$ cat src/rtl/polyline_chain_distance_lookup_macros.svh
// Assertion macros shared by the polyline chain-distance lookup RTL.
// Depends on nothing; included by the modules that carry assertions.
`ifndef POLYLINE_CHAIN_DISTANCE_LOOKUP_MACROS_SVH
`define POLYLINE_CHAIN_DISTANCE_LOOKUP_MACROS_SVH

// Same-cycle implication, disabled while reset is asserted.
`define PCDL_ASSERT_IMPL(label, clk, rst_n, ante, cons) \
	label: assert property (@(posedge clk) disable iff (!rst_n) (ante) |-> (cons)) \
	else $error("assertion failed");

// Next-cycle implication, disabled while reset is asserted.
`define PCDL_ASSERT_NEXT(label, clk, rst_n, ante, cons) \
	label: assert property (@(posedge clk) disable iff (!rst_n) (ante) |=> (cons)) \
	else $error("assertion failed");

`endif

$ cat src/rtl/pcdl_pkg.sv
// Package of the polyline chain-distance lookup: word types, widths, codes,
// controller states and datapath operations. Depends on nothing.
package pcdl_pkg;

	localparam int MAX_POINTS_DEF  = 64;
	localparam int COORD_W         = 24;
	localparam int PT_W            = 3 * COORD_W;
	localparam int DIFF_W          = COORD_W + 1;
	localparam int SEG_LEN_W       = 26;
	localparam int MUL_B_W         = SEG_LEN_W + 1;
	localparam int PROD_W          = DIFF_W + MUL_B_W;
	localparam int SQ_W            = 50;
	localparam int LEN_W           = 31;
	localparam int TOL_W           = 52;
	localparam int QD_W            = 32;
	localparam int WRAP_W          = QD_W + 2;
	localparam int DIV_N_W         = 52;
	localparam int DIV_D_W         = LEN_W;
	localparam int DIV_CNT_W       = $clog2(DIV_N_W);
	localparam int SQRT_STEPS      = 25;
	localparam int SQRT_CNT_W      = $clog2(SQRT_STEPS);
	localparam int SQ_STEPS        = 6;
	localparam int SQ_CNT_W        = 3;
	localparam int SEG_W           = 6;
	localparam int CNT_OUT_W       = 7;
	localparam int LOOP_MIN_POINTS = 3;

	localparam logic [LEN_W-1:0] LEN_MAX = {LEN_W{1'b1}};

	localparam logic [1:0] ACT_CLEAR  = 2'd0;
	localparam logic [1:0] ACT_APPEND = 2'd1;
	localparam logic [1:0] ACT_QUERY  = 2'd2;

	localparam logic [1:0] STATUS_OK    = 2'd0;
	localparam logic [1:0] STATUS_EMPTY = 2'd1;
	localparam logic [1:0] STATUS_FULL  = 2'd2;

	typedef struct packed {
		logic [1:0]                action;
		logic signed [COORD_W-1:0] point_x;
		logic signed [COORD_W-1:0] point_y;
		logic signed [COORD_W-1:0] point_z;
		logic signed [QD_W-1:0]    query_distance;
	} pcdl_in_t;

	typedef struct packed {
		logic [1:0]                status;
		logic [SEG_W-1:0]          segment_index;
		logic signed [COORD_W-1:0] result_x;
		logic signed [COORD_W-1:0] result_y;
		logic signed [COORD_W-1:0] result_z;
		logic [LEN_W-1:0]          chain_length;
		logic [CNT_OUT_W-1:0]      point_count;
		logic                      is_looped;
	} pcdl_out_t;

	typedef enum logic [4:0] {
		ST_IDLE,
		ST_DISPATCH,
		ST_SQ,
		ST_SQRT_LOAD,
		ST_SQRT,
		ST_APPEND_WR,
		ST_RANGE_CHK,
		ST_WRAP_WAIT,
		ST_CLASS,
		ST_WALK_RD,
		ST_WALK_CMP,
		ST_LERP_A,
		ST_LERP_B,
		ST_LERP_MUL,
		ST_LERP_DIV,
		ST_LERP_WAIT,
		ST_DONE
	} pcdl_state_t;

	typedef enum logic [4:0] {
		OP_NONE,
		OP_LATCH,
		OP_CLEAR,
		OP_SET_FULL,
		OP_SET_EMPTY,
		OP_APPEND_FIRST,
		OP_SQ_INIT,
		OP_SQ_STEP,
		OP_SQRT_INIT,
		OP_SQRT_STEP,
		OP_APPEND_WRITE,
		OP_ONE_POINT,
		OP_RANGE,
		OP_WRAP_START,
		OP_WRAP_FIX,
		OP_TAKE_FIRST,
		OP_TAKE_LAST,
		OP_WALK_INIT,
		OP_WALK_HIT,
		OP_WALK_NEXT,
		OP_LERP_RD_B,
		OP_LERP_CAP_B,
		OP_LERP_MUL,
		OP_LERP_DIV,
		OP_LERP_ACC
	} pcdl_op_t;

	typedef struct packed {
		logic [1:0] act;
		logic       cnt_zero;
		logic       cnt_one;
		logic       full;
		logic       sq_last;
		logic       sqrt_last;
		logic       need_wrap;
		logic       d_zero;
		logic       d_ge_len;
		logic       div_done;
		logic       found;
		logic       walk_end;
		logic       axis_last;
	} pcdl_stat_t;

endpackage

$ cat src/rtl/pcdl_ctrl.sv
// Controller state machine of the polyline chain-distance lookup.
// Depends on pcdl_pkg and the assertion macro header.
`include "polyline_chain_distance_lookup_macros.svh"

module pcdl_ctrl import pcdl_pkg::*; (
	input  logic       clk,
	input  logic       arst_n,
	input  logic       start,
	output logic       busy,
	output logic       done,
	output pcdl_op_t   op,
	input  pcdl_stat_t stat
);

	pcdl_state_t state_q, state_d;

	always_ff @(posedge clk or negedge arst_n) begin
		if (!arst_n) begin
			state_q <= ST_IDLE;
		end else begin
			state_q <= state_d;
		end
	end

	always_comb begin
		state_d = state_q;
		case (state_q)
			ST_IDLE:      if (start) state_d = ST_DISPATCH;
			ST_DISPATCH: begin
				state_d = ST_DONE;
				if (stat.act == ACT_APPEND && !stat.full && !stat.cnt_zero) begin
					state_d = ST_SQ;
				end else if (stat.act == ACT_QUERY && !stat.cnt_zero && !stat.cnt_one) begin
					state_d = ST_RANGE_CHK;
				end
			end
			ST_SQ:        if (stat.sq_last) state_d = ST_SQRT_LOAD;
			ST_SQRT_LOAD: state_d = ST_SQRT;
			ST_SQRT:      if (stat.sqrt_last) state_d = ST_APPEND_WR;
			ST_APPEND_WR: state_d = ST_DONE;
			ST_RANGE_CHK: state_d = stat.need_wrap ? ST_WRAP_WAIT : ST_CLASS;
			ST_WRAP_WAIT: if (stat.div_done) state_d = ST_CLASS;
			ST_CLASS:     state_d = (stat.d_zero || stat.d_ge_len) ? ST_DONE : ST_WALK_RD;
			ST_WALK_RD:   state_d = ST_WALK_CMP;
			ST_WALK_CMP: begin
				if (stat.found) begin
					state_d = ST_LERP_A;
				end else if (stat.walk_end) begin
					state_d = ST_DONE;
				end else begin
					state_d = ST_WALK_RD;
				end
			end
			ST_LERP_A:    state_d = ST_LERP_B;
			ST_LERP_B:    state_d = ST_LERP_MUL;
			ST_LERP_MUL:  state_d = ST_LERP_DIV;
			ST_LERP_DIV:  state_d = ST_LERP_WAIT;
			ST_LERP_WAIT: begin
				if (stat.div_done) begin
					state_d = stat.axis_last ? ST_DONE : ST_LERP_MUL;
				end
			end
			ST_DONE:      state_d = ST_IDLE;
			default:      state_d = ST_IDLE;
		endcase
	end

	always_comb begin
		op   = OP_NONE;
		busy = state_q != ST_IDLE;
		done = state_q == ST_DONE;
		case (state_q)
			ST_IDLE:      if (start) op = OP_LATCH;
			ST_DISPATCH: begin
				case (stat.act)
					ACT_CLEAR:  op = OP_CLEAR;
					ACT_APPEND: begin
						if (stat.full) begin
							op = OP_SET_FULL;
						end else if (stat.cnt_zero) begin
							op = OP_APPEND_FIRST;
						end else begin
							op = OP_SQ_INIT;
						end
					end
					ACT_QUERY: begin
						if (stat.cnt_zero) begin
							op = OP_SET_EMPTY;
						end else if (stat.cnt_one) begin
							op = OP_ONE_POINT;
						end else begin
							op = OP_RANGE;
						end
					end
					default:    op = OP_NONE;
				endcase
			end
			ST_SQ:        op = OP_SQ_STEP;
			ST_SQRT_LOAD: op = OP_SQRT_INIT;
			ST_SQRT:      op = OP_SQRT_STEP;
			ST_APPEND_WR: op = OP_APPEND_WRITE;
			ST_RANGE_CHK: op = stat.need_wrap ? OP_WRAP_START : OP_NONE;
			ST_WRAP_WAIT: op = stat.div_done ? OP_WRAP_FIX : OP_NONE;
			ST_CLASS: begin
				if (stat.d_zero) begin
					op = OP_TAKE_FIRST;
				end else if (stat.d_ge_len) begin
					op = OP_TAKE_LAST;
				end else begin
					op = OP_WALK_INIT;
				end
			end
			ST_WALK_CMP: begin
				if (stat.found) begin
					op = OP_WALK_HIT;
				end else if (stat.walk_end) begin
					op = OP_TAKE_LAST;
				end else begin
					op = OP_WALK_NEXT;
				end
			end
			ST_LERP_A:    op = OP_LERP_RD_B;
			ST_LERP_B:    op = OP_LERP_CAP_B;
			ST_LERP_MUL:  op = OP_LERP_MUL;
			ST_LERP_DIV:  op = OP_LERP_DIV;
			ST_LERP_WAIT: op = stat.div_done ? OP_LERP_ACC : OP_NONE;
			default:      op = OP_NONE;
		endcase
	end

	`PCDL_ASSERT_NEXT(a_accept_busy, clk, arst_n, start && !busy, busy)
	`PCDL_ASSERT_NEXT(a_done_pulse, clk, arst_n, done, !done && !busy)
	`PCDL_ASSERT_IMPL(a_div_done_waited, clk, arst_n, stat.div_done,
		state_q == ST_WRAP_WAIT || state_q == ST_LERP_WAIT)

endmodule

$ cat config.mk
export PLATFORM = sky130hd
export DESIGN_NAME = pcdl_ctrl
export DESIGN_NICKNAME = d
export VERILOG_FILES = /design/src/rtl/pcdl_pkg.sv /design/src/rtl/pcdl_ctrl.sv
export VERILOG_INCLUDE_DIRS = /design/src /design/src/rtl
export SDC_FILE = /design/constraint.sdc
export NUM_CORES = 1
export LEC_CHECK = 0
export BUFFER_PORTS_ARGS = -buffer_cell sky130_fd_sc_hd__buf_2
export CAP_MARGIN = 25
export CORE_ASPECT_RATIO = 1.5
export CORE_MARGIN = 5
export CORE_UTILIZATION = 31
export CTS_CLUSTER_SIZE = 8
export DETAILED_ROUTE_END_ITERATION = 10
export PLACE_DENSITY = 0.55
export RECOVER_POWER = 100
export SLEW_MARGIN = 0
export SYNTH_ARGS = -nofsm -noshare
export SYNTH_HDL_FRONTEND = slang
export SYNTH_SLANG_ARGS = --single-unit
$ cat constraint.sdc
create_clock -name clk -period 1.5 [get_ports clk]
set_input_delay 0.075 -clock clk [delete_from_list [all_inputs] [get_ports clk]]
set_output_delay 0.075 -clock clk [all_outputs]
set_load 0.02 [all_outputs]
==> metrics.csv <==
stage,metric,value,unit
drt,Wirelength per Cell,16.6,um
drt,Post-Route WL,3.67,mm
final_layout,layout cells sized above 1,53.8,%
logic_synthesis,Mapped Cells,123,
cts,H-tree Lvls,1,
cts,CTS max path bufs,2,
floorplanning,Die X,54.2,um
floorplanning,initial core utilization,31.8,%
setup_path,CP endpoint,op[3],
job,max-cap violation count,0,
drt,mean number of vias per cell,5.51,
logic_synthesis,post-synthesis sequential area ratio,13.8,%
setup_path,R2R cell count,7,
sta,fin crit share,113,%
final_layout,area grow syn2layout,74.6,%
sta,endpoints failing hold,0,
sta,Final min period,1700,ps
drt,drt pass-1 iters,4,
setup_path,crit-path max FO,6,
setup_path,crit path from,state_q[3]$_DFFE_PN0P_,
global_routing,gr ovfl total,0,
global_routing,first-pass GRT wire length,5.87,mm
outcome,outcome,finished with violations,
cts,TritonCTS clock tree,built,
floorplanning,Core Area,2850,sq um
logic_synthesis,Synth top area share,13.8,%
global_routing,initial antenna violation count,0,
setup_path,reg2reg start,state_q[3]$_DFFE_PN0P_,
cts,Clock transition at path regs,40,ps
pwr,Leak Pwr,0.000708,uW
sta,Tightest Pin Transition,546,ps
cts,CTS buffer count,3,
logic_synthesis,post-synthesis async set-or-reset flop share,100,%
cts,Root Driver,clkbuf_8,
setup_path,Crit-path slowest cell,dfrtp_2,
sta,Final WS setup,-196,ps
final_layout,Non-Filler Instances,221,
worst_hold_path,worst hold path class,in2async,
outcome,failing checks,negative setup slack,
setup_path,Setup crit end kind,output pin,
sta,WHS,244,ps
setup_path,Setup CP Type,reg2out,
sta,setup TNS,-1220,ps
logic_synthesis,Yosys reg bits,5,
floorplanning,Die ar.,4130,sq um
setup_path,flop2flop setup slack,-160,ps
setup_path,Worst EP required,1420,ps
place,IO Port Bufs,23,
final_layout,max reg flops,5,
final_layout,largest registers,state_q (5),
logic_synthesis,warnings from Yosys,0,
logic_synthesis,synth top area cells,"dfrtp_1 14%, nand2b_1 4.1%, nand3_1 3.9%, o21ai_0 3.9%, o311ai_1 3.9%",
logic_synthesis,number of synthesized flops with an enable pin,0,
logic_synthesis,Synth area leader,dfrtp_1,
place,placed cells,198,
floorplanning,Vert. Die Dim,76.3,um
sta,Slew HR,63.3,%
drt,"antenna viol nets, final",0,
sta,final setup fails,9,
drt,residual DRC count,0,
drt,Iteration-0 DRC Markers,31,
global_routing,number of global-route vias before repair,1282,
logic_synthesis,Commonest cells post-synth,"7 x nand3_1, 7 x nor2_1, 7 x o21ai_0",
sta,Final Max Tran Viols,0,
final_layout,Ant. Diodes,0,
drt,Vias,1218,
place,GP Congestion,0.882,
final_layout,fillers,257,
final_layout,Nets,200,
floorplanning,I/O pin cnt,24,
cts,clk sinks,5,
setup_path,Critical Path Source Type,register,
logic_synthesis,Synth Area per Inst,7.37,sq um
global_routing,gr usage total,18.5,%
sta,RSZ-0062 raised after global routing,yes,
sta,Setup Skew,2.46,ps
floorplanning,# rows,24,
sta,Fmax,590,MHz
setup_path,CP Data Arrival Time,1620,ps
final_layout,Reg with most FFs,state_q,
global_routing,largest net degree at the start of global routing,18,
pwr,cell area power density,1780,nW/um^2
logic_synthesis,Synth cell types,48,
setup_path,capturing point of the worst reg2reg path,state_q[0]$_DFFE_PN0P_,
setup_path,CP max stage delay,430,ps
place,dpl hpwl,2.55,mm
logic_synthesis,syn_nets,140,
pwr,"IR drop worst, VDD",0.694,mV
cts,Worst-Skew Late Latency,220,ps
logic_synthesis,post-synthesis cell area,907,sq um
setup_path,"Cell Chain, Critical Path","buf_6, nand3b_1, o31a_1, o311ai_2, buf_4",
logic_synthesis,ys flop type,dfrtp_1,
[area by class of cell]
| class | instances | area, sq um | share of cell area, % |
|---|---|---|---|
| tap | 39 | 48.8 | 3.08 |
| multi-input combinational | 103 | 805 | 50.8 |
| timing repair buffer | 65 | 532 | 33.6 |
| inverter | 5 | 22.5 | 1.42 |
| sequential | 5 | 131 | 8.29 |
| clock buffer | 4 | 45.0 | 2.84 |
[logic make-up after synthesis]
group                  share of synthesized area [%]
flip-flops                                      13.8
buffers and inverters                           10.8
AO/OA/AOI/OAI                                   34.3
multiplexers                                    2.48
AND/OR/NAND/NOR                                 38.6
[critical path: cells and delay by family (launching register included)]
kind / cells / cell delay, ps
flip-flops: 1 / 430
AND/OR/NAND/NOR: 1 / 200
buffers and inverters: 2 / 320
AO/OA/AOI/OAI: 2 / 450
[power by group]
group	switching (uW)	leakage, uW	internal [uW]	total, uW
registers	100	0.0000585	194	294
clock network	71.4	0.0000228	183	254
logic	1060	0.000627	1210	2270
[worst min path at each step]
stage                                         to  slack [ps]  depth (start not counted)
after floorplan           state_q[0]$_DFFE_PN0P_        -220                          0
after global placement    state_q[0]$_DFFE_PN0P_        -110                          1
after detailed placement  state_q[0]$_DFFE_PN0P_        -110                          1
after CTS                 state_q[4]$_DFFE_PN0P_         200                          2
after global routing      state_q[0]$_DFFE_PN0P_         270                          2
final                     state_q[4]$_DFFE_PN0P_         240                          2
[what timing repair did]
item / in CTS / in global routing
resized for setup: 35 / 20
pin swaps: 11 / 4
setup buffers: 17 / 2
endpoints found under the setup margin: 11 / 12
endpoints found under the hold margin: 5 / 0
hold buffers: 1 / 0
[cell usage in the layout, fill, tap and decap left out, types with 5 or more instances in the layout]
cell     count
buf_4       29
buf_2       16
buf_6       16
nand3_1      7
o21ai_0      6
nor2_1       5
nand2_1      5
dfrtp_2      5
[routing by layer]
layer  up-vias  GRT usage, %  share of wire [%]
met5         -             0                  0
met4         0          10.7                4.8
met3        14          1.17                3.3
met2        39          32.6                 56
met1       574          20.3                 36
li1        591             -                  -
[through the flow]
stage | setup WS, ps | total power (uW) | utilization [%] | cell area [sq um]
3_3_place_gp | -80.0 | 1850 | 41.8 | 1190
5_1_grt | -275 | 3000 | 55.5 | 1580
6_report | -196 | 2820 | 55.5 | 1580
4_1_cts | -183 | 2540 | 52.0 | 1480
2_1_floorplan | 2.02 | 1320 | - | 922
3_5_place_dp | -100 | 1870 | 41.8 | 1190
No activity file was read; power rests on OpenSTA's default activity.
